==> config.mk <==
export PLATFORM = sky130hd
export DESIGN_NAME = utf8_char_validator_unit
export DESIGN_NICKNAME = d
export VERILOG_FILES = /design/src/rtl/ucv_pkg.sv /design/src/rtl/ucv_front.sv /design/src/rtl/ucv_queue.sv /design/src/rtl/ucv_back.sv /design/src/rtl/utf8_char_validator_unit.sv
export SDC_FILE = /design/constraint.sdc
export NUM_CORES = 1
export LEC_CHECK = 0
export ABC_AREA = 1
export BUFFER_PORTS_ARGS = -buffer_cell sky130_fd_sc_hd__clkbuf_2
export CORE_MARGIN = 2
export CORE_UTILIZATION = 40
export CTS_CLUSTER_DIAMETER = 200
export DETAILED_ROUTE_END_ITERATION = 10
export SLEW_MARGIN = 30
export SYNTH_ARGS = -nofsm -noshare
export SYNTH_HDL_FRONTEND = slang
export SYNTH_SLANG_ARGS = --single-unit
==> constraint.sdc <==
create_clock -name clk -period 4.07 [get_ports clk]
set_clock_uncertainty 0.15 [all_clocks]
set_input_delay 0.407 -clock clk [delete_from_list [all_inputs] [get_ports clk]]
set_output_delay 0.407 -clock clk [all_outputs]
set_load 0.1 [all_outputs]
==> src/rtl/ucv_pkg.sv <==
// Shared types and constants for the UTF-8 character validator.
// Used by the front classifier, the result queue, the back emitter and the top level.
// No dependencies.
`default_nettype none

package ucv_pkg;

  localparam int QDEPTH = 4;
  localparam int QPTR_W = $clog2(QDEPTH);
  localparam int QCNT_W = $clog2(QDEPTH + 1);

  localparam logic [7:0] CH_TAB = 8'h09;
  localparam logic [7:0] CH_LF = 8'h0a;
  localparam logic [7:0] CH_CR = 8'h0d;
  localparam logic [7:0] CH_SPACE = 8'h20;

  localparam logic [15:0] SURR_MASK = 16'hf800;
  localparam logic [15:0] SURR_BASE = 16'hd800;
  localparam logic [15:0] NONCHAR_LO = 16'hfdd0;
  localparam logic [15:0] NONCHAR_HI = 16'hfdef;
  localparam logic [15:0] END_MASK = 16'hfffe;

  typedef enum logic [2:0] {
    ST_OK   = 3'd0,
    ST_CTRL = 3'd1,
    ST_LEAD = 3'd2,
    ST_CONT = 3'd3,
    ST_EXCL = 3'd4
  } status_t;

  // One queue entry describes every result caused by one request.
  typedef struct packed {
    logic [3:0][7:0] bytes;
    logic [1:0]      last_idx;
    status_t         status;
  } ucv_cmd_t;

endpackage

`default_nettype wire

==> src/rtl/ucv_front.sv <==
// Front end of the UTF-8 character validator: accepts bytes, assembles characters
// and classifies them into queue entries. Depends on ucv_pkg.
`default_nettype none

module ucv_front (
  input  wire logic            clk,
  input  wire logic            rst,
  input  wire logic            in_valid,
  output logic                 in_ready,
  input  wire logic [7:0]      in_byte,
  input  wire logic            q_full,
  output logic                 push,
  output ucv_pkg::ucv_cmd_t    push_cmd
);
  import ucv_pkg::*;

  logic [2:0]  char_length, char_length_next;
  logic [1:0]  bytes_seen, bytes_seen_next;
  logic [7:0]  held0, held1, held2;
  logic        open_char;
  logic        take;
  logic [15:0] val3, low4;
  logic        excluded;

  assign in_ready  = !q_full;
  assign take      = in_valid && in_ready;
  assign open_char = (char_length != 3'd0);

  assign val3 = {held0[3:0], held1[5:0], in_byte[5:0]};
  assign low4 = {held1[3:0], held2[5:0], in_byte[5:0]};

  always_comb begin
    excluded = 1'b0;
    if (char_length == 3'd3) begin
      excluded = ((val3 & SURR_MASK) == SURR_BASE) ||
                 (val3 >= NONCHAR_LO && val3 <= NONCHAR_HI) ||
                 ((val3 & END_MASK) == END_MASK);
    end else if (char_length == 3'd4) begin
      excluded = ((low4 & END_MASK) == END_MASK);
    end
  end

  always_comb begin
    char_length_next  = char_length;
    bytes_seen_next   = bytes_seen;
    push              = 1'b0;
    push_cmd.bytes    = {4{in_byte}};
    push_cmd.last_idx = 2'd0;
    push_cmd.status   = ST_OK;
    if (take) begin
      if (!open_char) begin
        if (!in_byte[7]) begin
          push = 1'b1;
          if (in_byte < CH_SPACE && in_byte != CH_TAB && in_byte != CH_LF &&
              in_byte != CH_CR) begin
            push_cmd.status = ST_CTRL;
          end
        end else if (in_byte < 8'hc0 || in_byte >= 8'hf8) begin
          push            = 1'b1;
          push_cmd.status = ST_LEAD;
        end else begin
          bytes_seen_next = 2'd1;
          if (in_byte < 8'he0) begin
            char_length_next = 3'd2;
          end else if (in_byte < 8'hf0) begin
            char_length_next = 3'd3;
          end else begin
            char_length_next = 3'd4;
          end
        end
      end else if (in_byte[7:6] != 2'b10) begin
        push             = 1'b1;
        push_cmd.status  = ST_CONT;
        char_length_next = 3'd0;
        bytes_seen_next  = 2'd0;
      end else if ({1'b0, bytes_seen} + 3'd1 < char_length) begin
        bytes_seen_next = bytes_seen + 2'd1;
      end else begin
        push             = 1'b1;
        char_length_next = 3'd0;
        bytes_seen_next  = 2'd0;
        if (excluded) begin
          push_cmd.status = ST_EXCL;
        end else begin
          push_cmd.bytes[0] = held0;
          push_cmd.bytes[1] = (char_length == 3'd2) ? in_byte : held1;
          push_cmd.bytes[2] = (char_length == 3'd3) ? in_byte : held2;
          push_cmd.bytes[3] = in_byte;
          push_cmd.last_idx = 2'(char_length - 3'd1);
        end
      end
    end
  end

  always_ff @(posedge clk) begin
    if (rst) begin
      char_length <= 3'd0;
      bytes_seen  <= 2'd0;
    end else begin
      char_length <= char_length_next;
      bytes_seen  <= bytes_seen_next;
    end
  end

  always_ff @(posedge clk) begin
    if (take) begin
      if (!open_char) begin
        held0 <= in_byte;
      end else if (bytes_seen == 2'd1) begin
        held1 <= in_byte;
      end else begin
        held2 <= in_byte;
      end
    end
  end

endmodule

`default_nettype wire

==> src/rtl/ucv_queue.sv <==
// Short queue of classified entries between the front and back ends of the
// UTF-8 character validator. Depends on ucv_pkg.
`default_nettype none

module ucv_queue (
  input  wire logic              clk,
  input  wire logic              rst,
  input  wire logic              push,
  input  wire ucv_pkg::ucv_cmd_t push_cmd,
  input  wire logic              pop,
  output logic                   full,
  output logic                   not_empty,
  output ucv_pkg::ucv_cmd_t      head
);
  import ucv_pkg::*;

  ucv_cmd_t            entries [QDEPTH];
  logic [QPTR_W-1:0]   wr_ptr, rd_ptr;
  logic [QCNT_W-1:0]   count;

  assign full      = (count == QCNT_W'(QDEPTH));
  assign not_empty = (count != '0);
  assign head      = entries[rd_ptr];

  always_ff @(posedge clk) begin
    if (rst) begin
      wr_ptr <= '0;
      rd_ptr <= '0;
      count  <= '0;
    end else begin
      if (push) begin
        wr_ptr <= wr_ptr + 1'b1;
      end
      if (pop) begin
        rd_ptr <= rd_ptr + 1'b1;
      end
      if (push && !pop) begin
        count <= count + 1'b1;
      end else if (pop && !push) begin
        count <= count - 1'b1;
      end
    end
  end

  always_ff @(posedge clk) begin
    if (push) begin
      entries[wr_ptr] <= push_cmd;
    end
  end

endmodule

`default_nettype wire

==> src/rtl/ucv_back.sv <==
// Back end of the UTF-8 character validator: walks each queue entry and
// emits its results one per cycle while the receiver is ready, through an output register. Depends on ucv_pkg.
`default_nettype none

module ucv_back (
  input  wire logic              clk,
  input  wire logic              rst,
  input  wire logic              q_not_empty,
  input  wire ucv_pkg::ucv_cmd_t head,
  output logic                   pop,
  output logic                   out_valid,
  input  wire logic              out_ready,
  output logic [7:0]             out_byte,
  output logic [2:0]             out_status,
  output logic                   out_last
);
  import ucv_pkg::*;

  logic [1:0] idx;
  logic       load;
  logic       at_last;

  assign load    = q_not_empty && (!out_valid || out_ready);
  assign at_last = (idx == head.last_idx);
  assign pop     = load && at_last;

  always_ff @(posedge clk) begin
    if (rst) begin
      out_valid <= 1'b0;
      idx       <= 2'd0;
    end else begin
      if (load) begin
        out_valid <= 1'b1;
        idx       <= at_last ? 2'd0 : idx + 2'd1;
      end else if (out_ready) begin
        out_valid <= 1'b0;
      end
    end
  end

  always_ff @(posedge clk) begin
    if (load) begin
      out_byte   <= head.bytes[idx];
      out_status <= head.status;
      out_last   <= at_last;
    end
  end

endmodule

`default_nettype wire

==> src/rtl/utf8_char_validator_unit.sv <==
// Top level of the UTF-8 character validator for XML text.
// Instantiates ucv_front, ucv_queue and ucv_back; depends on ucv_pkg.
//
// Usage: one byte of UTF-8 text enters per request on the s_ channel. Results
// leave on the m_ channel: the byte in tdata, the status in tuser (0 ok, 1 bad
// control byte, 2 bad lead byte, 3 bad continuation, 4 excluded code point) and
// tlast on the final result caused by an input byte.
// A complete character is released as its bytes, with tlast on the final one; an
// error yields a single result carrying the offending byte, and the next byte is
// taken as a lead byte. Bytes inside an open character yield no result.
// Path: a byte that completes a result is written into the queue, and the emitter
// then moves it from the queue head into the output register that drives m_tvalid.
// Throughput: one input byte per cycle while the queue is not full, and one result per
// cycle while the receiver is ready; a four-entry queue between classifier and emitter
// absorbs the bursts of a multi-byte character. When the receiver stalls, the output
// register holds its result and s_tready falls only once the queue is full.
// Reset clears the open character, the queue and the valid flag of the output register.
`default_nettype none

module utf8_char_validator_unit (
  input  wire logic       clk,
  input  wire logic       rst,
  input  wire logic       s_tvalid,
  output logic            s_tready,
  input  wire logic [7:0] s_tdata,   // [7:0] in_byte
  output logic            m_tvalid,
  input  wire logic       m_tready,
  output logic [7:0]      m_tdata,   // [7:0] out_byte
  output logic [2:0]      m_tuser,   // [2:0] status
  output logic            m_tlast
);
  import ucv_pkg::*;

  ucv_cmd_t push_cmd;
  ucv_cmd_t head;
  logic     push;
  logic     pop;
  logic     q_full;
  logic     q_not_empty;

  ucv_front u_front (
    .clk      (clk),
    .rst      (rst),
    .in_valid (s_tvalid),
    .in_ready (s_tready),
    .in_byte  (s_tdata),
    .q_full   (q_full),
    .push     (push),
    .push_cmd (push_cmd)
  );

  ucv_queue u_queue (
    .clk       (clk),
    .rst       (rst),
    .push      (push),
    .push_cmd  (push_cmd),
    .pop       (pop),
    .full      (q_full),
    .not_empty (q_not_empty),
    .head      (head)
  );

  ucv_back u_back (
    .clk         (clk),
    .rst         (rst),
    .q_not_empty (q_not_empty),
    .head        (head),
    .pop         (pop),
    .out_valid   (m_tvalid),
    .out_ready   (m_tready),
    .out_byte    (m_tdata),
    .out_status  (m_tuser),
    .out_last    (m_tlast)
  );

endmodule

`default_nettype wire
==> flow_summary.toml <==
[sta]
final-hold-violation-count = 0
rsz0062_at_grt = "no"
whs_ps = 129.3
drv_slew = 0
setup-violations-final = 0
max_slew_margin = 0.5060
layout_setup_ws_ps = 929.0
period_minus_slack_ps = 3141
worst_slew_pin_slew_ps = 738.3
fin_tns_setup_ps = 0
min_period_over_period = 0.7718
fmax_mhz = 318.4

[yosys]
synthArstFlopShare = 0
synth_top_area_cell = "edfxtp_1"
synth_ff_type = "edfxtp_1"
netlist_area_um2 = 8402
ys_seq_area_frac = 0.6981
syn_nets = 719
synth.top_cell.area_share = 0.6576
ys_warn_count = 0
yosysUniqueCellTypes = 40
synth-edff-count = 184
synth_cells = 694
syn_avg_cell_area_um2 = 12.11
yosys-top-cells-area = "edfxtp_1, o21ai_0, nor2_1"
postSynthRegisterBits = 201

[clock_tree]
ctsLongestPathBuffers = 3
path_clk_slew_ps = 60
clockRootBuffer = "clkbuf_16"
cts_setup_buffers = 0
h-tree-depth = 1
numCtsBuffers = 22
cts_tree = "built"
insertion_delay_ps = 500
clock_sinks = 201

[cells_and_area]
seq_area_um2 = 5867
drive_gt1_frac = 0.1382
num_antenna_cells = 0
syn2layout_area_growth_pct = 13.63
final_nets = 750
multi_input_area_um2 = 2251
fillCellCount = 1873
stdcell_area_um2 = 9547

[power]
power.switching_uw = 2615
power_density_nw_per_um2 = 725.7
seq_power_share = 0.415
max-vdd-ir-drop_mv = 0.2945
pwr-share-clk = 0.267
p_int_uw = 4313
power_leakage_uw = 0.003364
p_sw_frac = 0.3775
combPwrFrac = 0.317

[route]
post_drt_wl_per_cell_um = 18.62
vias = 5414
drcViolationCount = 0
ant_nets = 0
drt-vias-per-instance = 5.345
first_pass_iters = 4
first_iter_violations = 351
wirelength_um = 18860

[place]
port_buffers = 25
gp_congestion = 0.8702
dpl_worst_slack_ps = 946.6
place_hpwl_um = 11740
place_area_um2 = 8860

[die]
core_area_um2 = 20820
die-width_um = 148.9
die_area_um2 = 22180
std_cell_rows = 53
pin_count = 26
fp.dieH_um = 148.9
initial_utilization = 0.4035

[setup_path]
path_cells = "inv_1 > ha_1 > inv_1 > ha_1 > nand3_1 > nand2_1 > inv_1 > nand2_1 > nand3_2 > inv_1 > ha_1 > inv_1 > fa_1 > nor2_1 > nor2_1 > nand2_1 > o21ai_0 > a21oi_1"
cp.required_ps = 4350
r2r_cells = 18
crit_slowest_cell = "fa_1"
arrival_ps = 3420
critPathMaxFanout = 9
crit_type = "reg -> reg"
start_kind = "flop"
slowest_delay_ps = 430
endpoint_kind = "flop"
cp_common_cell = "inv_1"

[global_routing]
grt_usage = 0.1737
grt_pass1_vias = 5257
grt_max_degree = 52
grt_overflow = 0
grt_pass1_wl_um = 29490
antenna_found_initial = 0

[min_path]
hold_depth = 1
hold_class = "in -> reg"

[flow_run]
cap_violations = 0

[status]
run_status = "finished, final reports clean"
metrics by stage:
| stage | total power [uW] | utilization | instances |
|---|---|---|---|
| after floorplan | 4550 | - | 694 |
| after global placement | 5086 | 0.4255 | 975 |
| after detailed placement | 5138 | 0.4255 | 975 |
| after CTS | 6993 | 0.4585 | 1013 |
| after global routing | 7293 | 0.4585 | 1013 |
| final | 6928 | 0.4585 | 1013 |
worst max-delay path: cells and delay by family (launching register included):
kind                       cells  cell delay (ps)
adders and majority gates      4             1120
buffers and inverters          5              460
DFF                            1              350
AOI/OAI and AO/OA              2              200
and+or+nand+nor                7              770
per-layer routing:
metal  up-vias  wire length, um  global-route usage
met2       133             8913              0.2811
met4         0              359             0.05238
li1       2577                -                   -
met5         -                0                   0
met1      2678             8702              0.2452
met3        26              886             0.02446
area by class of cell:
class	count	area share
multi-input combinational	414	0.2358
timing repair buffer	38	0.02359
clock buffer	26	0.06147
clock inverter	11	0.009436
inverter	48	0.01913
sequential	201	0.6145
tap	275	0.03604
power groups by stage:
stage,sequential [uW],combinational [uW],clock (uW)
after global placement,2910,2180,0
after global routing,2910,2410,1970
after detailed placement,2920,2210,0
after floorplan,3360,1190,0
final,2880,2200,1850
after CTS,2880,2220,1890
cells in the mapped netlist (2+ instances only):
library cell,instances
edfxtp_1,184
nor2_1,96
o21ai_0,89
nand2_1,79
inv_1,40
nand3_1,27
clkbuf_1,26
o221ai_1,24
dfxtp_1,17
a21oi_1,15
ha_1,12
nand4_1,12
o22ai_1,11
o211ai_1,9
o21ai_1,9
inv_2,5
nand2_2,5
nor3_1,4
buf_2,3
nor2_4,3
clkinv_1,2
nor2_2,2
nor2_8,2
o21ai_2,2
path summary, 6_finish.rpt:
path,from,slack (ps),to
max,u_front.bytes_seen[1],930,u_queue.count[2]
min reg2reg,u_queue.rd_ptr[1],360,flop
min,s_tdata[6],130,u_queue.entries[1][35]
max reg2reg,u_front.bytes_seen[1],930,u_queue.count[2]
cells in the final DEF, fill, tap and decap left out, types with 2 or more instances in the layout:
cell type | Yosys | final
nand2_1 | 79 | 79
nor2_4 | 3 | 7
nor2_1 | 96 | 92
clkbuf_16 | 0 | 23
buf_4 | 0 | 12
nand4_1 | 12 | 12
edfxtp_1 | 184 | 184
inv_2 | 5 | 6
clkinvlp_4 | 0 | 2
clkinv_4 | 0 | 2
o21ai_2 | 2 | 2
nand2_2 | 5 | 5
clkbuf_2 | 0 | 25
dfxtp_1 | 17 | 16
nand3_1 | 27 | 27
nor2_2 | 2 | 2
clkinv_1 | 2 | 4
o21ai_0 | 89 | 89
nor2_8 | 2 | 2
o21ai_1 | 9 | 9
o221ai_1 | 24 | 24
clkbuf_1 | 26 | 3
o211ai_1 | 9 | 9
o22ai_1 | 11 | 11
ha_1 | 12 | 12
clkinv_2 | 0 | 4
inv_1 | 40 | 39
nor3_1 | 4 | 4
a21oi_1 | 15 | 15
state kept, by name (all words and copies together) (netlist names), 3 cells and up, named ones only:
signal,flops
u_back.out_status,3
u_front.held1,8
u_front.held2,8
u_queue.entries,148
u_front.held0,8
u_front.char_length,3
u_queue.count,3
u_back.out_byte,8
kinds of logic (layout without fill, tap and decap cells):
kind of cell,Yosys count,count (layout),share of synthesized area
and+or+nand+nor,237,237,0.1270
DFF,201,201,0.6981
AOI/OAI and AO/OA,163,163,0.1153
buffers and inverters,79,123,0.03827
adders and majority gates,13,13,0.02025
xor gates and xnor gates,1,1,0.001043
what timing repair did:
action,in CTS,in global routing
gates resized for setup,0,0
setup endpoints to repair,0,0
endpoints found under the hold margin,2,0
hold buffers,1,0
Power figures use the tool's default switching activity.
